[src/segtree_pkg.sv]
// Shared types and constants for the segment tree range sum unit.
// Used by segtree_node_mem, segtree_ctrl, the top level and the checker.
package segtree_pkg;

  localparam int unsigned DataW              = 32;
  localparam int unsigned OpW                = 2;
  localparam int unsigned IdxW               = 10;
  localparam int unsigned CountW             = 11;
  localparam int unsigned MaxElementsDefault = 1024;

  localparam logic [CountW-1:0] CountReset = 11'd1024;

  typedef enum logic [OpW-1:0] {
    OpLoad  = 2'd0,
    OpAdd   = 2'd1,
    OpQuery = 2'd2
  } op_e;

  typedef enum logic [3:0] {
    StClear,
    StIdle,
    StDecode,
    StLdRd,
    StLdDelta,
    StUpRd,
    StUpWr,
    StAddRd,
    StAddCnt,
    StAddMul,
    StAddWr,
    StQTop,
    StQLacc,
    StQRchk,
    StQRacc,
    StQOut
  } state_e;

  typedef struct packed {
    logic re;
    logic we;
  } mem_cmd_t;

endpackage

[src/segtree_ctrl.sv]
// Sequencer for the segment tree: clear sweep, load, range add and range query.
// Depends on segtree_pkg; drives segtree_node_mem through one read-modify-write port.
module segtree_ctrl #(
  parameter int unsigned MaxElements = segtree_pkg::MaxElementsDefault,
  parameter int unsigned AddrW       = $clog2(2 * MaxElements)
) (
  input  logic                                clk_i,
  input  logic                                rst_ni,
  input  logic [segtree_pkg::CountW-1:0]      count_i,
  input  logic                                in_valid_i,
  output logic                                in_ready_o,
  input  logic [segtree_pkg::OpW-1:0]         operation_i,
  input  logic [segtree_pkg::IdxW-1:0]        left_index_i,
  input  logic [segtree_pkg::IdxW-1:0]        right_index_i,
  input  logic [segtree_pkg::DataW-1:0]       value_i,
  output logic                                out_valid_o,
  input  logic                                out_ready_i,
  output logic [segtree_pkg::DataW-1:0]       range_sum_o,
  output segtree_pkg::mem_cmd_t               mem_cmd_o,
  output logic [AddrW-1:0]                    mem_addr_o,
  output logic [segtree_pkg::DataW-1:0]       mem_wdata_o,
  input  logic [segtree_pkg::DataW-1:0]       mem_rdata_i
);

  localparam int unsigned NW = AddrW + 1;
  localparam int unsigned LW = (AddrW > 1) ? $clog2(AddrW) : 1;
  localparam int unsigned DW = segtree_pkg::DataW;
  localparam logic [31:0] MaxE = 32'(MaxElements);
  localparam logic [AddrW-1:0] ClrLast = AddrW'(2 * MaxElements - 1);

  segtree_pkg::state_e state_q, state_d;

  segtree_pkg::op_e  op_q;
  logic [segtree_pkg::IdxW-1:0] lo_q, hi_q;
  logic [DW-1:0]     val_q;
  logic [AddrW-1:0]  a_q, a_d, b_q, b_d, k_q, k_d, lb_q, lb_d, hb_q, hb_d, clr_q, clr_d;
  logic [LW-1:0]     d_q, d_d;
  logic [NW-1:0]     l_q, l_d, r_q, r_d, ovl_q, ovl_d;
  logic [DW-1:0]     prod_q, prod_d, sum_q, sum_d;
  logic              out_valid_q, out_valid_d;
  logic [DW-1:0]     range_sum_q;
  logic              out_load;

  logic [31:0]       n32, lo32, hi32, hic32, a32, b32, b32p1;
  logic              empty;
  logic [AddrW-1:0]  start_w, hb_w, lb_w, bsh, ash, bnext, anext;
  logic [NW-1:0]     end_w, rm1;

  always_ff @(posedge clk_i or negedge rst_ni) begin
    if (!rst_ni) begin
      state_q     <= segtree_pkg::StClear;
      clr_q       <= '0;
      out_valid_q <= 1'b0;
    end else begin
      state_q     <= state_d;
      clr_q       <= clr_d;
      out_valid_q <= out_valid_d;
    end
  end

  always_ff @(posedge clk_i) begin
    if (in_valid_i && in_ready_o) begin
      op_q  <= segtree_pkg::op_e'(operation_i);
      lo_q  <= left_index_i;
      hi_q  <= right_index_i;
      val_q <= value_i;
    end
    a_q    <= a_d;
    b_q    <= b_d;
    k_q    <= k_d;
    d_q    <= d_d;
    l_q    <= l_d;
    r_q    <= r_d;
    lb_q   <= lb_d;
    hb_q   <= hb_d;
    ovl_q  <= ovl_d;
    prod_q <= prod_d;
    sum_q  <= sum_d;
    if (out_load) begin
      range_sum_q <= sum_q;
    end
  end

  // range decode
  always_comb begin
    n32   = ({21'b0, count_i} > MaxE) ? MaxE : {21'b0, count_i};
    lo32  = {22'b0, lo_q};
    hi32  = {22'b0, hi_q};
    hic32 = (hi32 > n32 - 32'd1) ? n32 - 32'd1 : hi32;
    empty = (n32 == 32'd0) || (lo32 > hic32);
    a32   = MaxE + lo32;
    b32   = MaxE + hic32;
    b32p1 = b32 + 32'd1;
  end

  // node span arithmetic for range add and query stepping
  always_comb begin
    start_w = k_q << d_q;
    end_w   = {1'b0, start_w} + ((NW'(1) << d_q) - NW'(1));
    lb_w    = (a_q > start_w) ? a_q : start_w;
    hb_w    = ({1'b0, b_q} < end_w) ? b_q : end_w[AddrW-1:0];
    bsh     = b_q >> d_q;
    ash     = a_q >> d_q;
    bnext   = bsh >> 1;
    anext   = ash >> 1;
    rm1     = r_q - NW'(1);
  end

  always_comb begin
    state_d     = state_q;
    clr_d       = clr_q;
    a_d         = a_q;
    b_d         = b_q;
    k_d         = k_q;
    d_d         = d_q;
    l_d         = l_q;
    r_d         = r_q;
    lb_d        = lb_q;
    hb_d        = hb_q;
    ovl_d       = ovl_q;
    prod_d      = prod_q;
    sum_d       = sum_q;
    out_load    = 1'b0;
    in_ready_o  = 1'b0;
    mem_cmd_o   = '0;
    mem_addr_o  = k_q;
    mem_wdata_o = mem_rdata_i + prod_q;

    unique case (state_q)
      segtree_pkg::StClear: begin
        mem_cmd_o.we = 1'b1;
        mem_addr_o   = clr_q;
        mem_wdata_o  = '0;
        clr_d        = clr_q + AddrW'(1);
        if (clr_q == ClrLast) begin
          state_d = segtree_pkg::StIdle;
        end
      end
      segtree_pkg::StIdle: begin
        in_ready_o = 1'b1;
        if (in_valid_i) begin
          state_d = segtree_pkg::StDecode;
        end
      end
      segtree_pkg::StDecode: begin
        a_d     = a32[AddrW-1:0];
        b_d     = b32[AddrW-1:0];
        k_d     = a32[AddrW-1:0];
        d_d     = '0;
        l_d     = a32[NW-1:0];
        r_d     = b32p1[NW-1:0];
        sum_d   = '0;
        state_d = segtree_pkg::StIdle;
        unique case (op_q)
          segtree_pkg::OpLoad: begin
            if (lo32 < n32) begin
              state_d = segtree_pkg::StLdRd;
            end
          end
          segtree_pkg::OpAdd: begin
            if (!empty) begin
              state_d = segtree_pkg::StAddRd;
            end
          end
          segtree_pkg::OpQuery: begin
            state_d = empty ? segtree_pkg::StQOut : segtree_pkg::StQTop;
          end
          default: state_d = segtree_pkg::StIdle;
        endcase
      end
      segtree_pkg::StLdRd: begin
        mem_cmd_o.re = 1'b1;
        state_d      = segtree_pkg::StLdDelta;
      end
      segtree_pkg::StLdDelta: begin
        prod_d  = val_q - mem_rdata_i;
        state_d = segtree_pkg::StUpRd;
      end
      segtree_pkg::StUpRd: begin
        mem_cmd_o.re = 1'b1;
        state_d      = segtree_pkg::StUpWr;
      end
      segtree_pkg::StUpWr: begin
        mem_cmd_o.we = 1'b1;
        k_d          = k_q >> 1;
        state_d      = (k_q == AddrW'(1)) ? segtree_pkg::StIdle : segtree_pkg::StUpRd;
      end
      segtree_pkg::StAddRd: begin
        mem_cmd_o.re = 1'b1;
        lb_d         = lb_w;
        hb_d         = hb_w;
        state_d      = segtree_pkg::StAddCnt;
      end
      segtree_pkg::StAddCnt: begin
        ovl_d   = {1'b0, hb_q} - {1'b0, lb_q} + NW'(1);
        state_d = segtree_pkg::StAddMul;
      end
      segtree_pkg::StAddMul: begin
        prod_d  = val_q * DW'(ovl_q);
        state_d = segtree_pkg::StAddWr;
      end
      segtree_pkg::StAddWr: begin
        mem_cmd_o.we = 1'b1;
        if (k_q != bsh) begin
          k_d     = k_q + AddrW'(1);
          state_d = segtree_pkg::StAddRd;
        end else if (bnext == '0) begin
          state_d = segtree_pkg::StIdle;
        end else begin
          d_d     = d_q + LW'(1);
          k_d     = (anext == '0) ? AddrW'(1) : anext;
          state_d = segtree_pkg::StAddRd;
        end
      end
      segtree_pkg::StQTop: begin
        if (l_q < r_q) begin
          if (l_q[0]) begin
            mem_cmd_o.re = 1'b1;
            mem_addr_o   = l_q[AddrW-1:0];
            l_d          = l_q + NW'(1);
            state_d      = segtree_pkg::StQLacc;
          end else begin
            state_d = segtree_pkg::StQRchk;
          end
        end else begin
          state_d = segtree_pkg::StQOut;
        end
      end
      segtree_pkg::StQLacc: begin
        sum_d   = sum_q + mem_rdata_i;
        state_d = segtree_pkg::StQRchk;
      end
      segtree_pkg::StQRchk: begin
        if (r_q[0]) begin
          mem_cmd_o.re = 1'b1;
          mem_addr_o   = rm1[AddrW-1:0];
          r_d          = rm1;
          state_d      = segtree_pkg::StQRacc;
        end else begin
          l_d     = l_q >> 1;
          r_d     = r_q >> 1;
          state_d = segtree_pkg::StQTop;
        end
      end
      segtree_pkg::StQRacc: begin
        sum_d   = sum_q + mem_rdata_i;
        l_d     = l_q >> 1;
        r_d     = r_q >> 1;
        state_d = segtree_pkg::StQTop;
      end
      segtree_pkg::StQOut: begin
        if (!out_valid_q || out_ready_i) begin
          out_load = 1'b1;
          state_d  = segtree_pkg::StIdle;
        end
      end
      default: state_d = segtree_pkg::StIdle;
    endcase
  end

  always_comb begin
    out_valid_d = out_valid_q;
    if (out_valid_q && out_ready_i) begin
      out_valid_d = 1'b0;
    end
    if (out_load) begin
      out_valid_d = 1'b1;
    end
  end

  assign out_valid_o = out_valid_q;
  assign range_sum_o = range_sum_q;

endmodule

[config.mk]
export PLATFORM = sky130hd
export DESIGN_NAME = segtree_ctrl
export DESIGN_NICKNAME = d
export VERILOG_FILES = /design/src/segtree_pkg.sv /design/src/segtree_ctrl.sv
export SDC_FILE = /design/constraint.sdc
export NUM_CORES = 2
export LEC_CHECK = 0
export BUFFER_PORTS_ARGS = -buffer_cell sky130_fd_sc_hd__buf_2
export CELL_PAD_IN_SITES_DETAIL_PLACEMENT = 0
export CELL_PAD_IN_SITES_GLOBAL_PLACEMENT = 2
export CORE_MARGIN = 4
export CORE_UTILIZATION = 43
export DETAILED_ROUTE_END_ITERATION = 16
export PLACE_DENSITY = 0.94
export SLEW_MARGIN = 20
export SYNTH_ARGS = -nofsm -noshare
export SYNTH_HDL_FRONTEND = slang
export SYNTH_SLANG_ARGS = --single-unit
[constraint.sdc]
create_clock -name clk_i -period 9.8 [get_ports clk_i]
set_input_delay 0 -clock clk_i [delete_from_list [all_inputs] [get_ports clk_i]]
set_output_delay 0 -clock clk_i [all_outputs]
set_load 0.02 [all_outputs]
# == Yosys cells after proc, flatten, opt, wreduce, memory -nomap -nowiden ==
# Index checks and enable logic that the tools add are counted.
# totals
regBits,261
output_inout_bits,79
elab_cells,150
# classes
addsub,16
multipliers,1
magnitude_cmp,7
n_eq_ne,29
shift,4
mux,48
n_reduce_logical,25
# op_table
operator,n
32-bit case mux with 2 select lines,2
11-bit 2-to-1 mux,8
11-bit case mux with 3 select lines,2
32-bit adder,2
10-bit by 32-bit > comparator with 1-bit output,2
32-bit 2-to-1 mux,2
4-bit case mux with 16 select lines,1
12-bit 2-to-1 mux,4
12-bit case mux with 4 select lines,1
"12-bit by 1-bit adder with 12-bit output, second input constant",3
12-bit case mux with 3 select lines,1
"4-bit equality test, second input constant",8
32-bit zero test,1
32-bit by 12-bit multiplier with 32-bit output,1
32-bit subtractor,1
4-bit 2-to-1 mux,6
"12-bit by 1-bit subtractor with 12-bit output, second input constant",2
"11-bit by 1-bit adder with 11-bit output, second input constant",2
11-bit zero test,2
11-bit by 4-bit right shift with 11-bit output,2
3-bit 2-to-1 mux,6
"4-bit by 3-bit equality test with 1-bit output, second input constant",4
"2-bit != test, second input constant",8
"11-bit by 10-bit adder with 12-bit output, first input constant",1
39 further kinds,58

# == Longest topological paths before layout ==
# logic_depth
depth_word,10
ltp_mapped,31
mapped_depth_nobuf,28

# == Worst setup path before layout ==
# OpenSTA, ideal clock, no wires.
# synth_path
kind,reg-to-reg
startpoint,reg ovl_q[5]
endpoint,"reg prod_q[23], data pin"
t_arrival_ns,5.538
required_time_ns,9.544
setup_slack_ns,4.006
stages_incl_launch_ff,22
synth_period_minus_slack_ns,5.794
cell_sequence,edfxtp_1 > clkbuf_1 > clkbuf_1 > nand2_1 > fa_1 > fa_1 > inv_1 > fa_1 > inv_1 > fa_1 > inv_1 > fa_1 > ha_1 > a21o_1 > a21o_1 > a32o_1 > a2111oi_0 > o21bai_1 > a21oi_1 > xor2_1 > nor2_1 > a31o_2
# synth_via
elab_chain_len,2
# synth_rtl
element,line,rtl
start: declaration,segtree_ctrl.sv:38,"logic [NW-1:0] l_q, l_d, r_q, r_d, ovl_q, ovl_d;"
start signal: assignment,segtree_ctrl.sv:76,ovl_q <= ovl_d;
32-bit by 12-bit multiplier with 32-bit output,segtree_ctrl.sv:199,prod_d = val_q * DW'(ovl_q);
32-bit case mux with 2 select lines,segtree_ctrl.sv:129,unique case (state_q)
named net prod_d[23],segtree_ctrl.sv:39,"logic [DW-1:0] prod_q, prod_d, sum_q, sum_d;"
end signal: assignment,segtree_ctrl.sv:77,prod_q <= prod_d;
end: declaration,segtree_ctrl.sv:39,
# The timed path passes the listed nets, and every way through them passes these cells.
# A chain may end at the register's enable or synchronous reset.

# == Worst setup path after layout ==
# layout_path
startpoint,reg ovl_q[11]
endpoint,"reg prod_q[29], data pin"
# Same word-level chain as after synthesis.

==> results.py <==
metrics = {
    "cells_and_area": {
        "filler_cell_count": 6175,
        "final_cell_mix": "nand2_1 (424), inv_1 (373), ha_1 (255)",
        "final_cells": 4155,
        "nets": 3860,
        "register_area_sq_um": 7730,
        "multi_input_area_sq_um": 18900,
        "mostFrequentLayoutCell": "nand2_1",
        "final_util": 0.487,
        "area_growth_pct": 12.3,
        "drive_gt1_frac": 0.0922,
    },
    "critical_path": {
        "r2r_slack_ns": 3.20,
        "path_depth": 18,
        "critPathLaunchType": "flip-flop",
        "crit_path_end": "prod_q[29]",
        "ff2ff_path_depth": 18,
        "max_stage_delay_ns": 0.86,
        "rr_startpoint": "ovl_q[11]",
        "arrival_ns": 6.84,
        "cp_common_cell": "fa_1",
        "cp_top_family": "adder cells",
        "cp_max_fo": 21,
        "critPathKind": "reg -> reg",
        "crit_path_end_kind": "flip-flop",
        "crit_slowest_cell": "edfxtp_1",
        "cp_cell_sequence": "nand2_1, fa_1, inv_1, fa_1, fa_1, fa_1, fa_1, ha_1, a21o_1, a21oi_1, o21ai_0, a22o_1, a211oi_1, nor2b_1, o21ai_0, o21ai_0, xnor2_1, a21oi_1",
        "reg2reg_to": "prod_q[29]",
        "path_buf_inv": 1,
        "crit_required_ns": 10.04,
        "crit_start": "ovl_q[11]",
    },
    "sta": {
        "tns_ns": 0,
        "drv_slew": 0,
        "setup_viol": 0,
        "tightest_slew_ns": 1.09,
        "hold_viol_final": 0,
        "min_period_over_period": 0.673,
        "period_minus_slack_ns": 6.60,
        "slew_headroom": 0.268,
        "rsz0062_at_grt": "false",
        "skew_ns": 0.0330,
        "fmax_mhz": 152,
    },
    "route": {
        "vias_per_cell": 5.54,
        "wl_per_cell_microns": 20.3,
        "num_vias": 23000,
        "drc": 0,
        "drt_iter0_markers": 1770,
        "first_pass_iters": 7,
        "drt_wl_total_mm": 84.3,
        "ant_nets": 0,
    },
    "floorplan": {
        "dieArea_sq_um": 70500,
        "coreArea_sq_um": 65700,
        "rows": 94,
        "io_pins": 180,
        "start_util": 0.434,
        "die_w_microns": 266,
        "die_h_microns": 266,
    },
    "grt": {
        "grt_util_met3": 0.0268,
        "gr-total-overflow": 0,
        "top_usage_layer": "met2",
        "grt_pass1_wl_mm": 131,
        "use_met2": 0.407,
        "grt_pass1_vias": 23300,
        "grt_use_total": 0.235,
        "grt_use_met1": 0.312,
        "grt_max_degree": 50,
        "antenna_found_initial": 0,
    },
    "clock_network": {
        "tritoncts": "yes",
        "cts_inserted_buffers": 37,
        "path_clk_slew_ns": 0.06,
        "htreeDepth": 2,
        "root_buffer": "clkbuf_16",
        "cts_setup_buffers": 0,
        "worst_skew_pair.late_latency_ns": 0.55,
        "clk_path_buf_depth": 3,
        "cts_sinks": 260,
    },
    "synth": {
        "synthDistinctLibCells": 83,
        "synth_area_sq_um": 28500,
        "synth_top_area_share": 0.257,
        "yosys-top-cells-area": "edfxtp_1 (26%), fa_1 (17%), ha_1 (11%)",
        "synth-seq-cells": 260,
        "async_flop_share": 0.0615,
        "synth_seq_area_share": 0.271,
        "synth-main-ff-cell": "edfxtp_1",
        "synth_top_area_cell": "edfxtp_1",
        "syn_inst": 3084,
        "syn_avg_cell_area_sq_um": 9.25,
        "synth_edf_count": 244,
        "yosys_warnings": 0,
    },
    "place": {
        "place_inst": 4023,
        "dp_hpwl_mm": 65.3,
        "place.gp.congestion": 0.906,
        "portBuffers": 179,
    },
    "status": {
        "outcome": "finished clean",
    },
    "hold_path": {
        "worst_hold_path_type": "in -> reg",
    },
    "job": {
        "max_cap_viol_count": 0,
    },
}
==> worst min-delay path by stage <==
| stage | cells after the start | end | slack (ns) | from |
|---|---|---|---|---|
| 5_1_grt | 4 | sum_q[31] | 0.06 | mem_rdata_i[31] |
| 2_1_floorplan | 0 | clr_q[0] | -0.30 | rst_ni |
| 3_5_place_dp | 1 | out_valid_o | -0.06 | rst_ni |
| 6_report | 4 | sum_q[5] | 0.06 | mem_rdata_i[5] |
| 3_3_place_gp | 1 | out_valid_o | -0.07 | rst_ni |
| 4_1_cts | 4 | sum_q[6] | 0.04 | mem_rdata_i[6] |
==> logic make-up after synthesis <==
group / Yosys count / synth area share
AO/OA/AOI/OAI: 606 / 0.137
XOR/XNOR: 186 / 0.0571
adder cells (fa/ha/maj): 499 / 0.283
buffers and inverters: 502 / 0.0669
flip-flops: 260 / 0.271
multiplexers: 88 / 0.0334
other: 1 / 0.000132
AND/OR/NAND/NOR: 942 / 0.152
==> area by class of cell <==
class                      instances  area share
sequential                       260       0.241
clock inverter                    26     0.00762
timing repair buffer             259      0.0525
inverter                         377      0.0442
multi-input combinational       2325       0.591
antenna                            4    0.000313
tap                              864      0.0338
clock buffer                      40      0.0293
==> synthesized netlist by cell type (all sizes together), types with 6 or more instances <==
master,number
xnor2,110
a21oi,153
or4,7
nand4,22
or2,7
nor3,53
a21boi,11
o21a,37
o21ai,170
o21bai,23
nand2b,30
buf,21
edfxtp,244
nor4,8
nor2b,38
ha,255
fa,244
o211ai,7
o31a,9
a221o,17
a21o,57
or3,9
dfrtp,16
xor2,76
nand2,424
clkbuf,104
mux2i,78
and3,14
nand3,30
a22oi,18
o22ai,6
nor2,183
nand3b,10
a211oi,16
and2,99
a31oi,23
inv,375
o31ai,10
==> worst min-delay path: cells and delay by family <==
family,cells,cell delay (ns)
and+or+nand+nor,1,0.07
adders and majority gates,1,0.20
buffers and inverters,1,0.14
xor gates and xnor gates,1,0.08
==> state kept, by name, indices dropped and copies added (netlist names), 12 cells and up <==
| name | count |
|---|---|
| prod_q | 32 |
| range_sum_o | 32 |
| sum_q | 32 |
| val_q | 32 |
| l_q | 12 |
| ovl_q | 12 |
| r_q | 12 |
==> through the flow <==
stage	cell area (sq um)	setup slack, ns	hold slack, ns
global route	32000	2.87	0.0605
floorplan	28500	4.01	-0.296
global placement	30200	3.23	-0.0684
finish	32000	3.20	0.0575
detailed placement	30200	3.13	-0.0614
CTS	32000	3.06	0.0365
==> layer usage <==
layer,up-vias,share of wire,wire (microns)
li1,10800,-,-
met1,11300,0.42,35800
met2,733,0.49,41300
met3,145,0.056,4700
met4,0,0.030,2570
met5,-,0,0
==> what timing repair did <==
item | 4_1_cts | 5_1_grt
setup endpoints to repair | 0 | 0
hold endpoints to repair | 74 | 0
gates resized for setup | 0 | 0
hold buffers | 59 | 0
Power is not shown: default switching activity piles up to over one toggle a cycle in this logic, so the estimate is an artifact.
